--- src/rtl/gclp_pkg.sv ---
package gclp_pkg;

  localparam int NAME_BUFFER_BYTES = 32;
  localparam int IDX_W = $clog2(NAME_BUFFER_BYTES);
  localparam int CNT_W = $clog2(NAME_BUFFER_BYTES + 1);
  localparam int LEN_W = 5;
  localparam int OFF_W = 32;
  localparam int CHAR_W = 8;

  localparam logic KIND_HEADER = 1'b0;
  localparam logic KIND_NAME = 1'b1;

  localparam logic [2:0] PH_PREFIX = 3'd0;
  localparam logic [2:0] PH_FIRST_DIGIT = 3'd1;
  localparam logic [2:0] PH_DIGITS = 3'd2;
  localparam logic [2:0] PH_SPACES = 3'd3;
  localparam logic [2:0] PH_NAME = 3'd4;

  localparam logic [2:0] PREFIX_LEN = 3'd5;
  localparam logic [CHAR_W-1:0] CHAR_SPACE = 8'h20;
  localparam logic [CHAR_W-1:0] CHAR_DOT = 8'h2E;

  function automatic logic [CHAR_W-1:0] prefix_byte(input logic [2:0] pos);
    logic [CHAR_W-1:0] b;
    case (pos)
      3'd0: b = 8'h47;
      3'd1: b = 8'h45;
      3'd2: b = 8'h54;
      3'd3: b = 8'h32;
      3'd4: b = CHAR_SPACE;
      default: b = 8'h00;
    endcase
    return b;
  endfunction

endpackage

--- src/rtl/gclp_ram.sv ---
module gclp_ram #(
  parameter int WIDTH = 8,
  parameter int DEPTH = 32
) (
  input  logic                     clk,
  input  logic                     wr_en,
  input  logic [$clog2(DEPTH)-1:0] wr_addr,
  input  logic [WIDTH-1:0]         wr_data,
  input  logic                     rd_en,
  input  logic [$clog2(DEPTH)-1:0] rd_addr,
  output logic [WIDTH-1:0]         rd_data
);

  logic [WIDTH-1:0] mem [DEPTH];

  always_ff @(posedge clk) begin
    if (wr_en) begin
      mem[wr_addr] <= wr_data;
    end
    if (rd_en) begin
      rd_data <= mem[rd_addr];
    end
  end

endmodule

--- src/rtl/get_command_line_parser.sv ---
// channel  | signals                                              | dir
// ---------+------------------------------------------------------+-----
// in       | in_valid, in_stall, char_code                        | in
// out      | out_valid, out_stall, item_kind, accepted,           | out
//          | offset_value, name_length, name_byte, last_of_run    |
//
// A byte that is not the terminator yields no result.
// The terminator yields one header; on acceptance each filename byte then
// passes through a name buffer read and an output register load, and the
// input stalls after an accepted line until its last filename byte is loaded.
// Reset clears the parser state; the name buffer needs no clearing.
// A stalled output holds its register and stalls the input in turn.
module get_command_line_parser (
  input  logic                         clk,
  input  logic                         rst,
  input  logic                         in_valid,
  output logic                         in_stall,
  input  logic [gclp_pkg::CHAR_W-1:0]  char_code,
  output logic                         out_valid,
  input  logic                         out_stall,
  output logic                         item_kind,
  output logic                         accepted,
  output logic [gclp_pkg::OFF_W-1:0]   offset_value,
  output logic [gclp_pkg::LEN_W-1:0]   name_length,
  output logic [gclp_pkg::CHAR_W-1:0]  name_byte,
  output logic                         last_of_run
);

  localparam logic [1:0] ST_PARSE = 2'd0;
  localparam logic [1:0] ST_READ = 2'd1;
  localparam logic [1:0] ST_LOAD = 2'd2;

  logic [1:0] state, state_next;
  logic [2:0] parse_phase, parse_phase_next;
  logic [2:0] prefix_position, prefix_position_next;
  logic [gclp_pkg::OFF_W-1:0] offset_accumulator, offset_accumulator_next;
  logic line_rejected, line_rejected_next;
  logic previous_was_dot, previous_was_dot_next;
  logic [gclp_pkg::CNT_W-1:0] name_count, name_count_next;
  logic [gclp_pkg::IDX_W-1:0] rd_idx, rd_idx_next;
  logic [gclp_pkg::CNT_W-1:0] emit_len, emit_len_next;

  logic out_free, in_fire, is_digit, name_ok, is_dot, line_ok, rd_last;
  logic [gclp_pkg::OFF_W+3:0] mul_sum;
  logic wr_en;
  logic [gclp_pkg::CHAR_W-1:0] rd_data;

  assign out_free = !out_valid || !out_stall;
  assign in_stall = (state != ST_PARSE) || !out_free;
  assign in_fire = in_valid && !in_stall;

  assign is_digit = char_code inside {[8'h30:8'h39]};
  assign name_ok = char_code inside {[8'h41:8'h5A], [8'h61:8'h7A], [8'h30:8'h39],
                                     8'h2D, 8'h5F, gclp_pkg::CHAR_DOT};
  assign is_dot = char_code == gclp_pkg::CHAR_DOT;
  assign mul_sum = {1'b0, offset_accumulator, 3'b000} + {3'b000, offset_accumulator, 1'b0}
                   + {{(gclp_pkg::OFF_W){1'b0}}, char_code[3:0]};
  assign line_ok = !line_rejected && parse_phase == gclp_pkg::PH_NAME && name_count != '0
                   && name_count < gclp_pkg::CNT_W'(gclp_pkg::NAME_BUFFER_BYTES);
  assign rd_last = (gclp_pkg::CNT_W'(rd_idx) + gclp_pkg::CNT_W'(1)) == emit_len;

  gclp_ram #(
    .WIDTH(gclp_pkg::CHAR_W),
    .DEPTH(gclp_pkg::NAME_BUFFER_BYTES)
  ) u_name_ram (
    .clk(clk),
    .wr_en(wr_en),
    .wr_addr(name_count[gclp_pkg::IDX_W-1:0]),
    .wr_data(char_code),
    .rd_en(state == ST_READ),
    .rd_addr(rd_idx),
    .rd_data(rd_data)
  );

  always_comb begin
    logic take_name;
    take_name = 1'b0;
    state_next = state;
    parse_phase_next = parse_phase;
    prefix_position_next = prefix_position;
    offset_accumulator_next = offset_accumulator;
    line_rejected_next = line_rejected;
    previous_was_dot_next = previous_was_dot;
    name_count_next = name_count;
    rd_idx_next = rd_idx;
    emit_len_next = emit_len;
    wr_en = 1'b0;

    case (state)
      ST_PARSE: begin
        if (in_fire) begin
          if (char_code == '0) begin
            parse_phase_next = gclp_pkg::PH_PREFIX;
            prefix_position_next = '0;
            offset_accumulator_next = '0;
            line_rejected_next = 1'b0;
            previous_was_dot_next = 1'b0;
            name_count_next = '0;
            if (line_ok) begin
              emit_len_next = name_count;
              rd_idx_next = '0;
              state_next = ST_READ;
            end
          end else if (!line_rejected) begin
            case (parse_phase)
              gclp_pkg::PH_PREFIX: begin
                if (char_code == gclp_pkg::prefix_byte(prefix_position)) begin
                  prefix_position_next = prefix_position + 3'd1;
                  if (prefix_position + 3'd1 == gclp_pkg::PREFIX_LEN) begin
                    parse_phase_next = gclp_pkg::PH_FIRST_DIGIT;
                  end
                end else begin
                  line_rejected_next = 1'b1;
                end
              end
              gclp_pkg::PH_FIRST_DIGIT, gclp_pkg::PH_DIGITS: begin
                if (is_digit) begin
                  if (|mul_sum[gclp_pkg::OFF_W+3:gclp_pkg::OFF_W]) begin
                    line_rejected_next = 1'b1;
                  end else begin
                    offset_accumulator_next = mul_sum[gclp_pkg::OFF_W-1:0];
                  end
                  parse_phase_next = gclp_pkg::PH_DIGITS;
                end else if (parse_phase == gclp_pkg::PH_DIGITS
                             && char_code == gclp_pkg::CHAR_SPACE) begin
                  parse_phase_next = gclp_pkg::PH_SPACES;
                end else begin
                  line_rejected_next = 1'b1;
                end
              end
              gclp_pkg::PH_SPACES: begin
                if (char_code != gclp_pkg::CHAR_SPACE) begin
                  parse_phase_next = gclp_pkg::PH_NAME;
                  take_name = 1'b1;
                end
              end
              gclp_pkg::PH_NAME: begin
                take_name = 1'b1;
              end
              default: begin
                line_rejected_next = 1'b1;
              end
            endcase
            if (take_name) begin
              if (!name_ok || (is_dot && (name_count == '0 || previous_was_dot))) begin
                line_rejected_next = 1'b1;
              end else begin
                wr_en = 1'b1;
                name_count_next = name_count + gclp_pkg::CNT_W'(1);
                previous_was_dot_next = is_dot;
                if (name_count + gclp_pkg::CNT_W'(1)
                    >= gclp_pkg::CNT_W'(gclp_pkg::NAME_BUFFER_BYTES)) begin
                  line_rejected_next = 1'b1;
                end
              end
            end
          end
        end
      end
      ST_READ: begin
        state_next = ST_LOAD;
      end
      ST_LOAD: begin
        if (out_free) begin
          if (rd_last) begin
            state_next = ST_PARSE;
          end else begin
            rd_idx_next = rd_idx + gclp_pkg::IDX_W'(1);
            state_next = ST_READ;
          end
        end
      end
      default: begin
        state_next = ST_PARSE;
      end
    endcase
  end

  always_ff @(posedge clk) begin
    if (rst) begin
      state <= ST_PARSE;
      parse_phase <= gclp_pkg::PH_PREFIX;
      prefix_position <= '0;
      offset_accumulator <= '0;
      line_rejected <= 1'b0;
      previous_was_dot <= 1'b0;
      name_count <= '0;
      out_valid <= 1'b0;
    end else begin
      state <= state_next;
      parse_phase <= parse_phase_next;
      prefix_position <= prefix_position_next;
      offset_accumulator <= offset_accumulator_next;
      line_rejected <= line_rejected_next;
      previous_was_dot <= previous_was_dot_next;
      name_count <= name_count_next;
      if (state == ST_PARSE && in_fire && char_code == '0) begin
        out_valid <= 1'b1;
      end else if (state == ST_LOAD && out_free) begin
        out_valid <= 1'b1;
      end else if (!out_stall) begin
        out_valid <= 1'b0;
      end
    end
  end

  always_ff @(posedge clk) begin
    rd_idx <= rd_idx_next;
    emit_len <= emit_len_next;
    if (state == ST_PARSE && in_fire && char_code == '0) begin
      item_kind <= gclp_pkg::KIND_HEADER;
      accepted <= line_ok;
      offset_value <= line_ok ? offset_accumulator : '0;
      name_length <= line_ok ? gclp_pkg::LEN_W'(name_count) : '0;
      name_byte <= '0;
      last_of_run <= !line_ok;
    end else if (state == ST_LOAD && out_free) begin
      item_kind <= gclp_pkg::KIND_NAME;
      accepted <= 1'b1;
      offset_value <= '0;
      name_length <= '0;
      name_byte <= rd_data;
      last_of_run <= rd_last;
    end
  end

endmodule
--- config.mk ---
export PLATFORM = sky130hd
export DESIGN_NAME = get_command_line_parser
export DESIGN_NICKNAME = d
export VERILOG_FILES = /design/src/rtl/gclp_pkg.sv /design/src/rtl/gclp_ram.sv /design/src/rtl/get_command_line_parser.sv
export SDC_FILE = /design/constraint.sdc
export NUM_CORES = 1
export LEC_CHECK = 0
export BUFFER_PORTS_ARGS = -buffer_cell sky130_fd_sc_hd__buf_2
export CAP_MARGIN = 20
export CORE_MARGIN = 2
export CORE_UTILIZATION = 65
export CTS_CLUSTER_DIAMETER = 80
export DETAILED_ROUTE_END_ITERATION = 10
export GPL_ROUTABILITY_DRIVEN = 1
export MAX_ROUTING_LAYER = met4
export PLACE_DENSITY = 0.83
export SKIP_CTS_REPAIR_TIMING = 1
export SYNTH_ARGS = -nofsm -noshare
export SYNTH_HDL_FRONTEND = slang
export SYNTH_SLANG_ARGS = --single-unit
--- constraint.sdc ---
create_clock -name clk -period 6.4 [get_ports clk]
set_input_delay 0.32 -clock clk [delete_from_list [all_inputs] [get_ports clk]]
set_output_delay 0.32 -clock clk [all_outputs]
set_load 0.1 [all_outputs]
### After elaboration in Yosys (flattened, before gate mapping)

Memories as Yosys holds them, arrays and structs flattened. A register that Yosys moved wholly into a read port is not among the register bits.
Cells that the tools add are included.

* input bits: 12
* output and inout port bits: 50
* register bits: 108
* RAM bits: 256
* memories: 1
* logic and storage cells: 192

Memories
* u_name_ram.mem: depth 32, bits a word 8, read ports 1, clocked after memory_dff 1, wr ports 1, RTL line gclp_ram.sv:14 `logic [WIDTH-1:0] mem [DEPTH];`

* eq/ne operators: 31
* muxes and demuxes: 80
* $lt $le $gt $ge: 8
* $add $sub $neg: 6
* reduce and logical (&&, ||, !) cells: 50

Operator list (number)
* two-way mux 32 bit: 8
* two-way mux 5 bit: 8
* two-way mux 8 bit: 5
* adder 35 x 33 -> 36 bit: 1
* adder 36 x 4 -> 36 bit: 1
* one-hot mux 7 bit (5 select lines): 1
* two-way mux 1 bit: 34
* two-way mux 3 bit: 11
* == test 8 x 6 -> 1 bit (second input constant): 3
* two-way mux 6 bit: 4
* >= comparator 8 x 7 -> 1 bit (second input constant): 2
* less-or-equal comparator 8 x 7 -> 1 bit (second input constant): 2
* nonzero test 2 bit: 8
* == test 3 x 2 -> 1 bit (second input constant): 4
* logical AND 1 bit: 12
* AND reduction 6 bit: 2
* nonzero test 6 bit: 2
* one-hot mux 5 bit (2 select lines): 1
* AND reduction 5 bit: 2
* == test 3 bit (second input constant): 3
* != test 3 bit (second input constant): 3
* one-hot mux 3 bit (3 select lines): 1
* == test 8 x 7 -> 1 bit (second input constant): 1
* == test 8 bit: 1
* other kinds (33): 55

### Longest topological paths before layout

Gate-level depths: netlist of run 1.

* depth in word-level cells: 16
* mapped depth: 16
* mapped depth without buffers: 14

### Cells and area by module

A second synthesis of run 1 with hierarchy kept.

* cells, all modules: 1185
* area, all modules: 17305.3 sq um

Modules (own cells, without submodules)
* gclp_ram: cells each 417, area an instance 10133.5 sq um, instances 1, seq. area each 7927.6 sq um
* get_command_line_parser: cells each 768, area an instance 7171.9 sq um, instances 1, seq. area each 2662.6 sq um

### Worst setup path after synthesis of run 1

OpenSTA, ideal clock, no wires.

* path kind: reg-to-reg
* start point: reg offset_accumulator[0] in the netlist's numbering
* end point: reg offset_accumulator[10] in the netlist's numbering
* period minus slack after synthesis: 3.733 ns
* library setup time: 0.132 ns
* arrival time: 3.600 ns
* path slack: 2.667 ns
* required time: 6.268 ns
* path buffers: 2
* stages on the path, launching flop included: 16
* path through: dfxtp_1 inv_1 fa_1 fa_1 nand2b_1 a21oi_1 o21ai_0 o41a_1 o21ai_0 mux2i_1 nand3_1 or4_1 clkbuf_1 buf_2 nand3_1 a21oi_1

* cells in the longest elaborated chain, start to end: 7
* elaborated cells between the ends (all ways): 10
* those cells by class: 2 x add/sub; 1 x eq/ne; 5 x mux; 2 x reduce/logical

Ends and longest elaborated chain
* start, declared: RTL line get_command_line_parser.sv:36 `logic [gclp_pkg::OFF_W-1:0] offset_accumulator, offset_accumulator_next;`
* start signal, assigned: RTL line get_command_line_parser.sv:193 `offset_accumulator <= offset_accumulator_next;`
* adder 35 x 33 -> 36 bit *: RTL line get_command_line_parser.sv:56 `assign mul_sum = {1'b0, offset_accumulator, 3'b000} + {3'b000, offset_accumulator, 1'b0}`
* adder 36 x 4 -> 36 bit *: RTL line get_command_line_parser.sv:57 `+ {{(gclp_pkg::OFF_W){1'b0}}, char_code[3:0]};`
* two-way mux 32 bit: RTL line get_command_line_parser.sv:118 `if (|mul_sum[gclp_pkg::OFF_W+3:gclp_pkg::OFF_W]) begin`
* two-way mux 32 bit: RTL line get_command_line_parser.sv:117 `if (is_digit) begin`
* two-way mux 32 bit: RTL line get_command_line_parser.sv:105 `case (parse_phase)`
* two-way mux 32 bit: RTL line get_command_line_parser.sv:104 `end else if (!line_rejected) begin`
* two-way mux 32 bit: RTL line get_command_line_parser.sv:92 `if (char_code == '0) begin`

Mark *: on every way between the ends. The rest lies on a longest branch, timed or not. The select of a mux whose other input is x is not followed.
A chain may end at the register's enable or synchronous reset.

### Worst setup path in the final report of run 1

* start point: in char_code[3] in the netlist's numbering
* end point: reg offset_accumulator[6] in the netlist's numbering

* cells in the longest elaborated chain, start to end: 6
* elaborated cells between the ends (all ways): 16
* those cells by class: 1 x add/sub; 2 x order compare; 2 x eq/ne; 5 x mux; 6 x reduce/logical

Ends and longest elaborated chain
* start, declared: RTL line get_command_line_parser.sv:18 `input logic [gclp_pkg::CHAR_W-1:0] char_code,`
* adder 36 x 4 -> 36 bit: RTL line get_command_line_parser.sv:57
* two-way mux 32 bit: RTL line get_command_line_parser.sv:118
* two-way mux 32 bit: RTL line get_command_line_parser.sv:117
* two-way mux 32 bit: RTL line get_command_line_parser.sv:105
* two-way mux 32 bit: RTL line get_command_line_parser.sv:104
* two-way mux 32 bit: RTL line get_command_line_parser.sv:92

Several ways; a longest one is shown, not always the timed one. The select of a mux whose other input is x is not followed.

==> results of run 1 <==
-- worst max-delay path, stage by stage --
cell and delay, ns:
buf_2 0.53, inv_1 0.19, fa_1 0.57, fa_1 0.45, nand2b_1 0.19, a21oi_1 0.17, o21ai_0 0.23, o41a_1 0.45
o21ai_0 0.26, mux2i_1 0.21, nand3_1 0.16, nor4_4 0.91, buf_4 0.36, nand2_1 0.07, a21oi_1 0.17
-- registers in the layout (all words and copies together), names as in the netlist, 2 cells and up --
signal and cells:
state 2, name_length 5, u_name_ram.rd_data 8, offset_value 32, name_byte 8, emit_len 6, parse_phase 3, rd_idx 5
offset_accumulator 32, name_count 6, prefix_position 3, u_name_ram.mem 256
-- cell type report --
cell class | instances | area [um^2]
fill | 1556 | 7080
clock inverter | 21 | 251
antenna | 1 | 2.50
sequential | 372 | 10600
timing repair buffer | 74 | 423
multi-input combinational | 736 | 6090
clock buffer | 46 | 981
tap | 335 | 419
inverter | 22 | 82.6
-- Yosys cell counts (all sizes together) (6+ instances only) --
cell | number | area (um^2)
a211oi | 7 | 57.6
a21o | 12 | 90.1
a21oi | 80 | 412
a31oi | 12 | 75.1
and2 | 35 | 219
buf | 17 | 103
clkbuf | 45 | 169
dfxtp | 58 | 1160
edfxtp | 314 | 9430
ha | 73 | 913
inv | 22 | 82.6
mux2 | 9 | 101
mux4 | 80 | 1800
nand2 | 89 | 334
nand2b | 13 | 81.3
nand3 | 48 | 250
nand4 | 13 | 81.3
nor2 | 83 | 312
nor2b | 6 | 37.5
nor3 | 24 | 120
nor4 | 7 | 50.1
o21ai | 31 | 159
or3 | 8 | 50.1
xnor2 | 21 | 184
xor2 | 18 | 158
-- metal layers --
layer  vias to the layer above  wire [um]  share of wire (%)  GRT usage [%]
met5                         -          0                  0              -
met4                         0       1310                3.3           10.2
met3                       121       3520                8.8           4.58
met2                       651      19700                 49           48.2
met1                      5347      15300                 38           40.9
li1                       4697          -                  -              -
-- cells by family (layout without fill, tap and decap cells) --
group	Yosys count	count (layout)	synth area share, %
flops	372	372	62.2
simple gates	343	343	9.80
compound gates	187	187	6.91
mux	92	92	11.4
buf+inv	84	163	2.08
fa+ha+maj	75	75	5.60
xor+xnor	39	39	2.01
other cells	0	1	0
-- stage by stage --
step                setup WS, ns  hold slack, ns  utilization, %  area (um^2)
finish                      1.57           0.117            72.7        18800
global route                1.24           0.126            72.7        18800
CTS                         1.51          0.0923            72.6        18800
detailed placement          1.05           0.452            67.8        17600
global placement            1.19           0.444            67.8        17600
floorplan                   2.67           0.419               -        17000
-- worst paths after layout --
kind	start	end	slack [ns]	depth (start not counted)
worst max register to register	offset_accumulator[0]	offset_accumulator[6]	1.64	14
worst min register to register	name_byte[7]	name_byte[7]	0.46	2
worst min-delay path	out_stall	out_valid	0.12	3
worst max-delay path	char_code[3]	offset_accumulator[6]	1.57	15
-- power breakdown --
part / switching, mW / total [mW] / leakage (nW) / internal (mW)
Sequential: 0.0159 / 2.64 / 3.32 / 2.63
Clock: 0.914 / 2.21 / 0.594 / 1.30
Combinational: 0.106 / 0.147 / 2.78 / 0.0414
Total: 1.04 / 5.00 / 6.69 / 3.97
==> flow_summary_export.csv, run 1 <==
group,metric,value,unit
timing,finClkSkew,0.0118,ns
cts,clk_pin_slew_worst_paths,0.07,ns
cells_and_area,drive_above_1_share,18.2,%
global_routing,grt_overflow,0,
cts,clkSinkCount,372,
yosys,synth-edff-count,314,
cells_and_area,area_delta_synth_final,10.7,%
yosys,synth_seq_area_share,62.2,%
timing,timing.fmax,207,MHz
power_and_ir_drop,ir_drop,259,uV
yosys,yosys_warnings,0,
routing,drt_first_pass_iters,6,
timing,setup_viol,0,
cells_and_area,final_cell_count_no_fill,1607,
setup_path,worst_ep_required_time,6.84,ns
yosys,async_flop_share,0,%
cts,cts_tree,"built",
floorplanning,start_util,65.7,%
timing,final-max-slew-violation-count,0,
routing,drtAntennaViolNets,0,
floorplanning,die_h,166,um
floorplanning,die_x,166,um
global_routing,antenna_found_initial,1,
setup_path,cp.arrival,5.28,ns
floorplanning,core.rowCount,59,
run,cap_violations,0,
placed_design,gp_congestion,0.901,
global_routing,grt_pass1_vias,10600,
routing,viasPerCell,6.73,
cts,cts_buffers,37,
cells_and_area,nets,1330,
global_routing,grt_start_max_net_pins,67,
yosys,yosys.cell_types.count,69,
run_status,outcome,"finished, final reports clean",
setup_path,end_kind,"register",
timing,rsz0062_at_grt,"no",
cells_and_area,layout_commonest_cell,"edfxtp_1",
worst_hold_path,holdCritPathClass,"primary input to register",
yosys,synth-main-ff-cell,"edfxtp_1",
yosys,syn_area,0.0170,mm^2
yosys,ys_ff_latch,372,
cells_and_area,final_cell_mix,"edfxtp_1 (314), nand2_1 (88), nor2_1 (82), mux4_2 (80), a21oi_1 (77)",
cts,insertion_delay,0.54,ns
global_routing,grtUsageTotal,30.3,%
floorplanning,coreArea,0.0259,mm^2
floorplanning,die-area,0.0275,mm^2
routing,drcViolationCount,0,
routing,wirelength,39800,um
setup_path,critPathMaxFanout,39,
routing,drt-wirelength-per-cell,24.8,um
yosys,synth_fp_nets,1279,
power_and_ir_drop,power.density,266,mW/mm^2
placed_design,dp_hpwl,24400,um
power_and_ir_drop,total_power,5.00,mW
power_and_ir_drop,p_leak,6.69,nW
timing,min_period_over_period,75.5,%
timing,hold_violations,0,
cts,clk_path_buf_depth,3,
setup_path,criticalPathCategory,"primary input to register",
global_routing,grt_pass1_wl,62000,um
cts,htree_levels,2,
floorplanning,io-pin-count,62,
yosys,netlist_instances,1192,
cts,clockRootBuffer,"clkbuf_16",
timing,period_minus_slack,4.83,ns
placed_design,io_buffers,61,
timing,max_slew_margin,23.8,%
routing,num_vias,10800,
placed_design,place_inst,1538,
yosys,syn_area_per_cell,14.3,um^2
routing,drt_iter0_drc,1581,
setup_path,start_kind,"primary input",
timing,finalSetupTns,0,ns
timing,worstMarginPinSlew,1.14,ns
(Power assumes the default switching activity.)
==> run 2, diff against run 1 <==
- CORE_UTILIZATION: 65 -> 62
- PLACE_DENSITY: 0.83 -> 0.8
- clock period: 6.4 -> 4.55 ns (I/O delays scaled with it)
==> flow_summary_export.csv, run 2 (synthesis results as in run 1) <==
group,metric,value,unit
timing,period_minus_slack,4.37,ns
cells_and_area,nets,1352,
global_routing,grt_overflow,0,
cells_and_area,drive_above_1_share,19.4,%
cells_and_area,fin_util,70.1,%
global_routing,antenna_found_initial,2,
routing,drt-wirelength-per-cell,23.3,um
cells_and_area,fill_cells,1715,
power_and_ir_drop,p_leak,6.77,nW
routing,drtAntennaViolNets,0,
power_and_ir_drop,power.density,357,mW/mm^2
placed_design,gp_congestion,0.933,
routing,drt_first_pass_iters,6,
timing,max_slew_margin,32.5,%
floorplanning,die_h,170,um
routing,viasPerCell,6.45,
setup_path,end_kind,"register",
cts,clkSinkCount,372,
placed_design,dp_hpwl,24600,um
setup_path,critPathMaxFanout,27,
cells_and_area,final_cell_mix,"edfxtp_1 (314), nand2_1 (88), nor2_1 (82), mux4_2 (80), a21oi_1 (77)",
placed_design,io_buffers,61,
routing,drt_iter0_drc,1207,
timing,worstMarginPinSlew,1.01,ns
global_routing,grt_start_max_net_pins,50,
cells_and_area,layout_commonest_cell,"edfxtp_1",
cells_and_area,top_regs,"u_name_ram.mem (256), offset_accumulator (32), offset_value (32)",
global_routing,grtUsageTotal,28.1,%
cells_and_area,final_cell_count_no_fill,1633,
run_status,outcome,"finished, final reports clean",
floorplanning,io-pin-count,62,
run,cap_violations,0,
floorplanning,die_x,170,um
setup_path,criticalPathCategory,"register to register",
routing,num_vias,10500,
timing,hold_violations,0,
cts,cts_tree,"built",
cells_and_area,fin_area,0.0189,mm^2
floorplanning,start_util,63.1,%
global_routing,grt_pass1_vias,10200,
cts,clockRootBuffer,"clkbuf_16",
placed_design,post-place-ws,0.0863,ns
cts,htree_levels,2,
routing,wirelength,38000,um
floorplanning,die-area,0.0288,mm^2
setup_path,start_kind,"register",
floorplanning,coreArea,0.0270,mm^2
timing,setup_viol,0,
timing,rsz0062_at_grt,"no",
timing,finClkSkew,0.0181,ns
cells_and_area,top_register,"u_name_ram.mem",
cts,clk_path_buf_depth,3,
cts,cts_buffers,37,
setup_path,cp.arrival,4.83,ns
cells_and_area,largest_reg_flops,256,
power_and_ir_drop,ir_drop,263,uV
placed_design,placed_area,0.0178,mm^2
timing,timing.fmax,229,MHz
cts,clk_pin_slew_worst_paths,0.06,ns
timing,whs,0.0294,ns
power_and_ir_drop,total_power,6.75,mW
worst_hold_path,holdCritPathClass,"primary input to register",
global_routing,grt_pass1_wl,59000,um
cts,insertion_delay,0.54,ns
cells_and_area,area_delta_synth_final,11.1,%
routing,drcViolationCount,0,
timing,final-max-slew-violation-count,0,
setup_path,worst_ep_required_time,5.00,ns
timing,fin_ws,0.178,ns
timing,finalSetupTns,0,ns
placed_design,place_inst,1567,
timing,min_period_over_period,96.1,%
floorplanning,core.rowCount,60,
[run 2: final cells by class]
cell class                      count  area (um^2)  share of cell area, %
Sequential cell                   372        10600                   56.0
Multi-Input combinational cell    736         6090                   32.2
Clock buffer                       52         1030                   5.47
Timing Repair Buffer               96          593                   3.14
Tap cell                          341          427                   2.26
Clock inverter                     12         82.6                  0.437
Inverter                           22         82.6                  0.437
Antenna cell                        2         5.00                 0.0265
[run 2: routing by layer]
layer	track usage (%)	vias up	routed length [um]
met5	-	-	0
met3	4.85	81	3260
met2	44.0	543	18200
met1	38.2	5175	15500
met4	8.84	0	1070
li1	-	4737	-
[run 2: final timing paths]
check                                           start                     end  slack (ns)  depth (start not counted)
worst max-delay path            offset_accumulator[0]  offset_accumulator[29]        0.18                         14
worst min-delay path                        out_stall               out_valid        0.03                          3
worst max register to register  offset_accumulator[0]  offset_accumulator[29]        0.18                         14
worst min register to register           name_byte[7]            name_byte[7]        0.46                          2
[run 2: power by group]
part / switching (mW) / total (mW) / internal, mW
clock: 1.23 / 2.83 / 1.59
sequential: 0.0226 / 3.72 / 3.70
combinational: 0.149 / 0.209 / 0.0598
total: 1.40 / 6.75 / 5.35
[run 2: critical path, stage by stage (launching register included)]
cell and delay, ns:
dfxtp_1 0.36, inv_1 0.09, fa_1 0.50, fa_1 0.45, nand2b_1 0.19, a21oi_1 0.20, o21ai_1 0.20, o41a_1 0.43
o21ai_0 0.25, mux2i_1 0.23, nand3_1 0.23, or4_4 0.62, buf_12 0.20, a31o_1 0.19, a21oi_1 0.13
==> run 3, diff against run 2 <==
- CELL_PAD_IN_SITES_DETAIL_PLACEMENT: not set -> 1
- CELL_PAD_IN_SITES_GLOBAL_PLACEMENT: not set -> 1
- CORE_UTILIZATION: 62 -> 47
- PLACE_DENSITY: 0.8 -> not set
- PLACE_DENSITY_LB_ADDON: not set -> 0.1
- clock period: 4.55 -> 3.6 ns (I/O delays scaled with it)
==> flow_summary_export.csv, run 3 (synthesis results as in run 1) <==
group,metric,value,unit
run_status,outcome,"complete, but fails checks",
run_status,violations,"setup timing",
setup_path,end_kind,"register",
power_and_ir_drop,power.density,446,mW/mm^2
timing,period_minus_slack,3.73,ns
cts,insertion_delay,0.57,ns
routing,num_vias,10800,
routing,drt-wirelength-per-cell,23.9,um
cells_and_area,ff_latch_area,0.0106,mm^2
power_and_ir_drop,clkPwrFrac,44.5,%
setup_path,critPathMaxFanout,7,
setup_path,cp_slowest_cell,"or4_4",
floorplanning,start_util,47.8,%
power_and_ir_drop,pwr-share-seq,52.3,%
floorplanning,die_h,194,um
placed_design,gp_congestion,0.814,
global_routing,grt_overflow,0,
floorplanning,coreArea,0.0356,mm^2
power_and_ir_drop,p_leak,7.34,nW
timing,hold_violations,0,
routing,drcViolationCount,0,
cells_and_area,drive_above_1_share,27.8,%
routing,wirelength,44000,um
worst_hold_path,holdCritPathClass,"primary input to register",
floorplanning,die-area,0.0377,mm^2
timing,finClkSkew,0.0367,ns
cells_and_area,multi_input_area,0.00633,mm^2
global_routing,grtUsageTotal,23.9,%
timing,worstMarginPinSlew,1.18,ns
setup_path,criticalPathCategory,"register to register",
timing,whs,0.0984,ns
routing,drt_first_pass_iters,5,
cells_and_area,fin_area,0.0202,mm^2
routing,drtAntennaViolNets,0,
floorplanning,io-pin-count,62,
timing,final-max-slew-violation-count,0,
cells_and_area,area_delta_synth_final,18.5,%
floorplanning,core.rowCount,69,
global_routing,grt_pass1_wl,66900,um
global_routing,grt_start_max_net_pins,67,
run,cap_violations,0,
power_and_ir_drop,ir_drop,301,uV
setup_path,cp.arrival,4.11,ns
routing,drt_iter0_drc,661,
power_and_ir_drop,power.internal,7.05,mW
global_routing,antenna_found_initial,0,
cts,htree_levels,2,
setup_path,worstPathCellList,"inv_2 -> fa_1 -> inv_1 -> ha_1 -> a21o_1 -> a21o_1 -> o2111ai_4 -> buf_6 -> and3b_1 -> o21ai_1 -> nand2_1 -> nor4_4 -> or4_4 -> buf_6 -> nand3_1 -> a21oi_2",
cells_and_area,final_cell_count_no_fill,1839,
timing,setup_viol,33,
cells_and_area,fill_cells,3448,
power_and_ir_drop,total_power,8.99,mW
timing,timing.fmax,268,MHz
cells_and_area,top_regs,"u_name_ram.mem (256), offset_accumulator (32), offset_value (32)",
global_routing,grt_pass1_vias,11100,
cts,clkSinkCount,372,
cts,clk_path_buf_depth,3,
placed_design,placed_area,0.0185,mm^2
power_and_ir_drop,p_switching,1.94,mW
cts,clk_pin_slew_worst_paths,0.06,ns
routing,viasPerCell,5.85,
floorplanning,die_x,194,um
cts,cts_tree,"built",
timing,fin_ws,-0.127,ns
cells_and_area,nets,1433,
placed_design,io_buffers,61,
cts,cts_buffers,40,
cells_and_area,layout_commonest_cell,"edfxtp_1",
timing,rsz0062_at_grt,"yes",
setup_path,critPathMaxStageDelay,0.66,ns
setup_path,worst_ep_required_time,3.98,ns
cts,clockRootBuffer,"clkbuf_16",
cells_and_area,top_register,"u_name_ram.mem",
power_and_ir_drop,pwr-share-comb,3.1,%
cells_and_area,n_antenna_cell,0,
placed_design,place_inst,1757,
placed_design,dp_hpwl,28700,um
cells_and_area,final_cell_mix,"edfxtp_1 (314), buf_4 (99), nand2_1 (88), nor2_1 (82), mux4_2 (80)",
setup_path,start_kind,"register",
timing,min_period_over_period,104,%
timing,max_slew_margin,21.4,%
cells_and_area,fin_util,56.7,%
power_and_ir_drop,swShare,21.6,%
cells_and_area,largest_reg_flops,256,
==> run 3: changes by cell type in the layout (fill, tap and decap cells not counted), moves of 3 or more <==
cell and change:
dfxtp_2 +3, nand3_2 +20, o21ai_0 -3, buf_6 +5
dfxtp_1 -3, o21ai_2 +3, a21oi_1 -14, clkbuf_8 +4
clkbuf_16 +6, a21oi_2 +13, nand3_1 -21, buf_4 +66
==> run 3: worst max-delay path, delay by kind of cell, from the launching register on <==
family,cells,cell delay (ns)
and+or+nand+nor,5,1.19
adders and majority gates,2,0.81
AOI/OAI and AO/OA,5,0.78
buffers and inverters,4,0.45
DFF,1,0.34
==> run 3: cell type report <==
type	instances	share of cell area, %
well taps	461	2.86
clock buffers	59	5.66
flip-flops and latches	372	52.5
inverters	22	0.409
multi-input cells	736	31.4
clock inverters	15	0.757
repair buffers	174	6.42
==> run 3: layer usage <==
| metal | global-route usage, % | wire (um) | share of wire, % |
|---|---|---|---|
| met1 | 34.0 | 20500 | 47 |
| met5 | - | 0 | 0 |
| met2 | 36.3 | 20500 | 47 |
| met3 | 3.41 | 1990 | 4.5 |
| met4 | 6.34 | 953 | 2.2 |
==> run 3: worst paths after layout <==
path	endpoint	from	cells after the start	slack, ns
worst max-delay path	offset_accumulator[18]	offset_accumulator[0]	16	-0.13
worst min-delay path	offset_accumulator[0]	char_code[0]	3	0.1
worst max register to register	offset_accumulator[18]	offset_accumulator[0]	16	-0.13
worst min register to register	name_byte[1]	name_byte[1]	2	0.45
==> run 3: stage by stage <==
stage	TNS, ns	setup slack (ns)
floorplan	0	0.0382
global placement	-3.58	-0.130
detailed placement	-6.43	-0.231
CTS	-6.76	-0.242
global route	-8.08	-0.275
finish	-3.39	-0.127
==> run 3: power groups by stage <==
stage / logic [mW] / registers (mW) / clock network, mW
3_5_place_dp: 0.271 / 4.79 / 0
3_3_place_gp: 0.261 / 4.79 / 0
5_1_grt: 0.308 / 4.70 / 4.24
4_1_cts: 0.274 / 4.70 / 4.09
6_report: 0.282 / 4.70 / 4.01
2_1_floorplan: 0.137 / 4.82 / 0
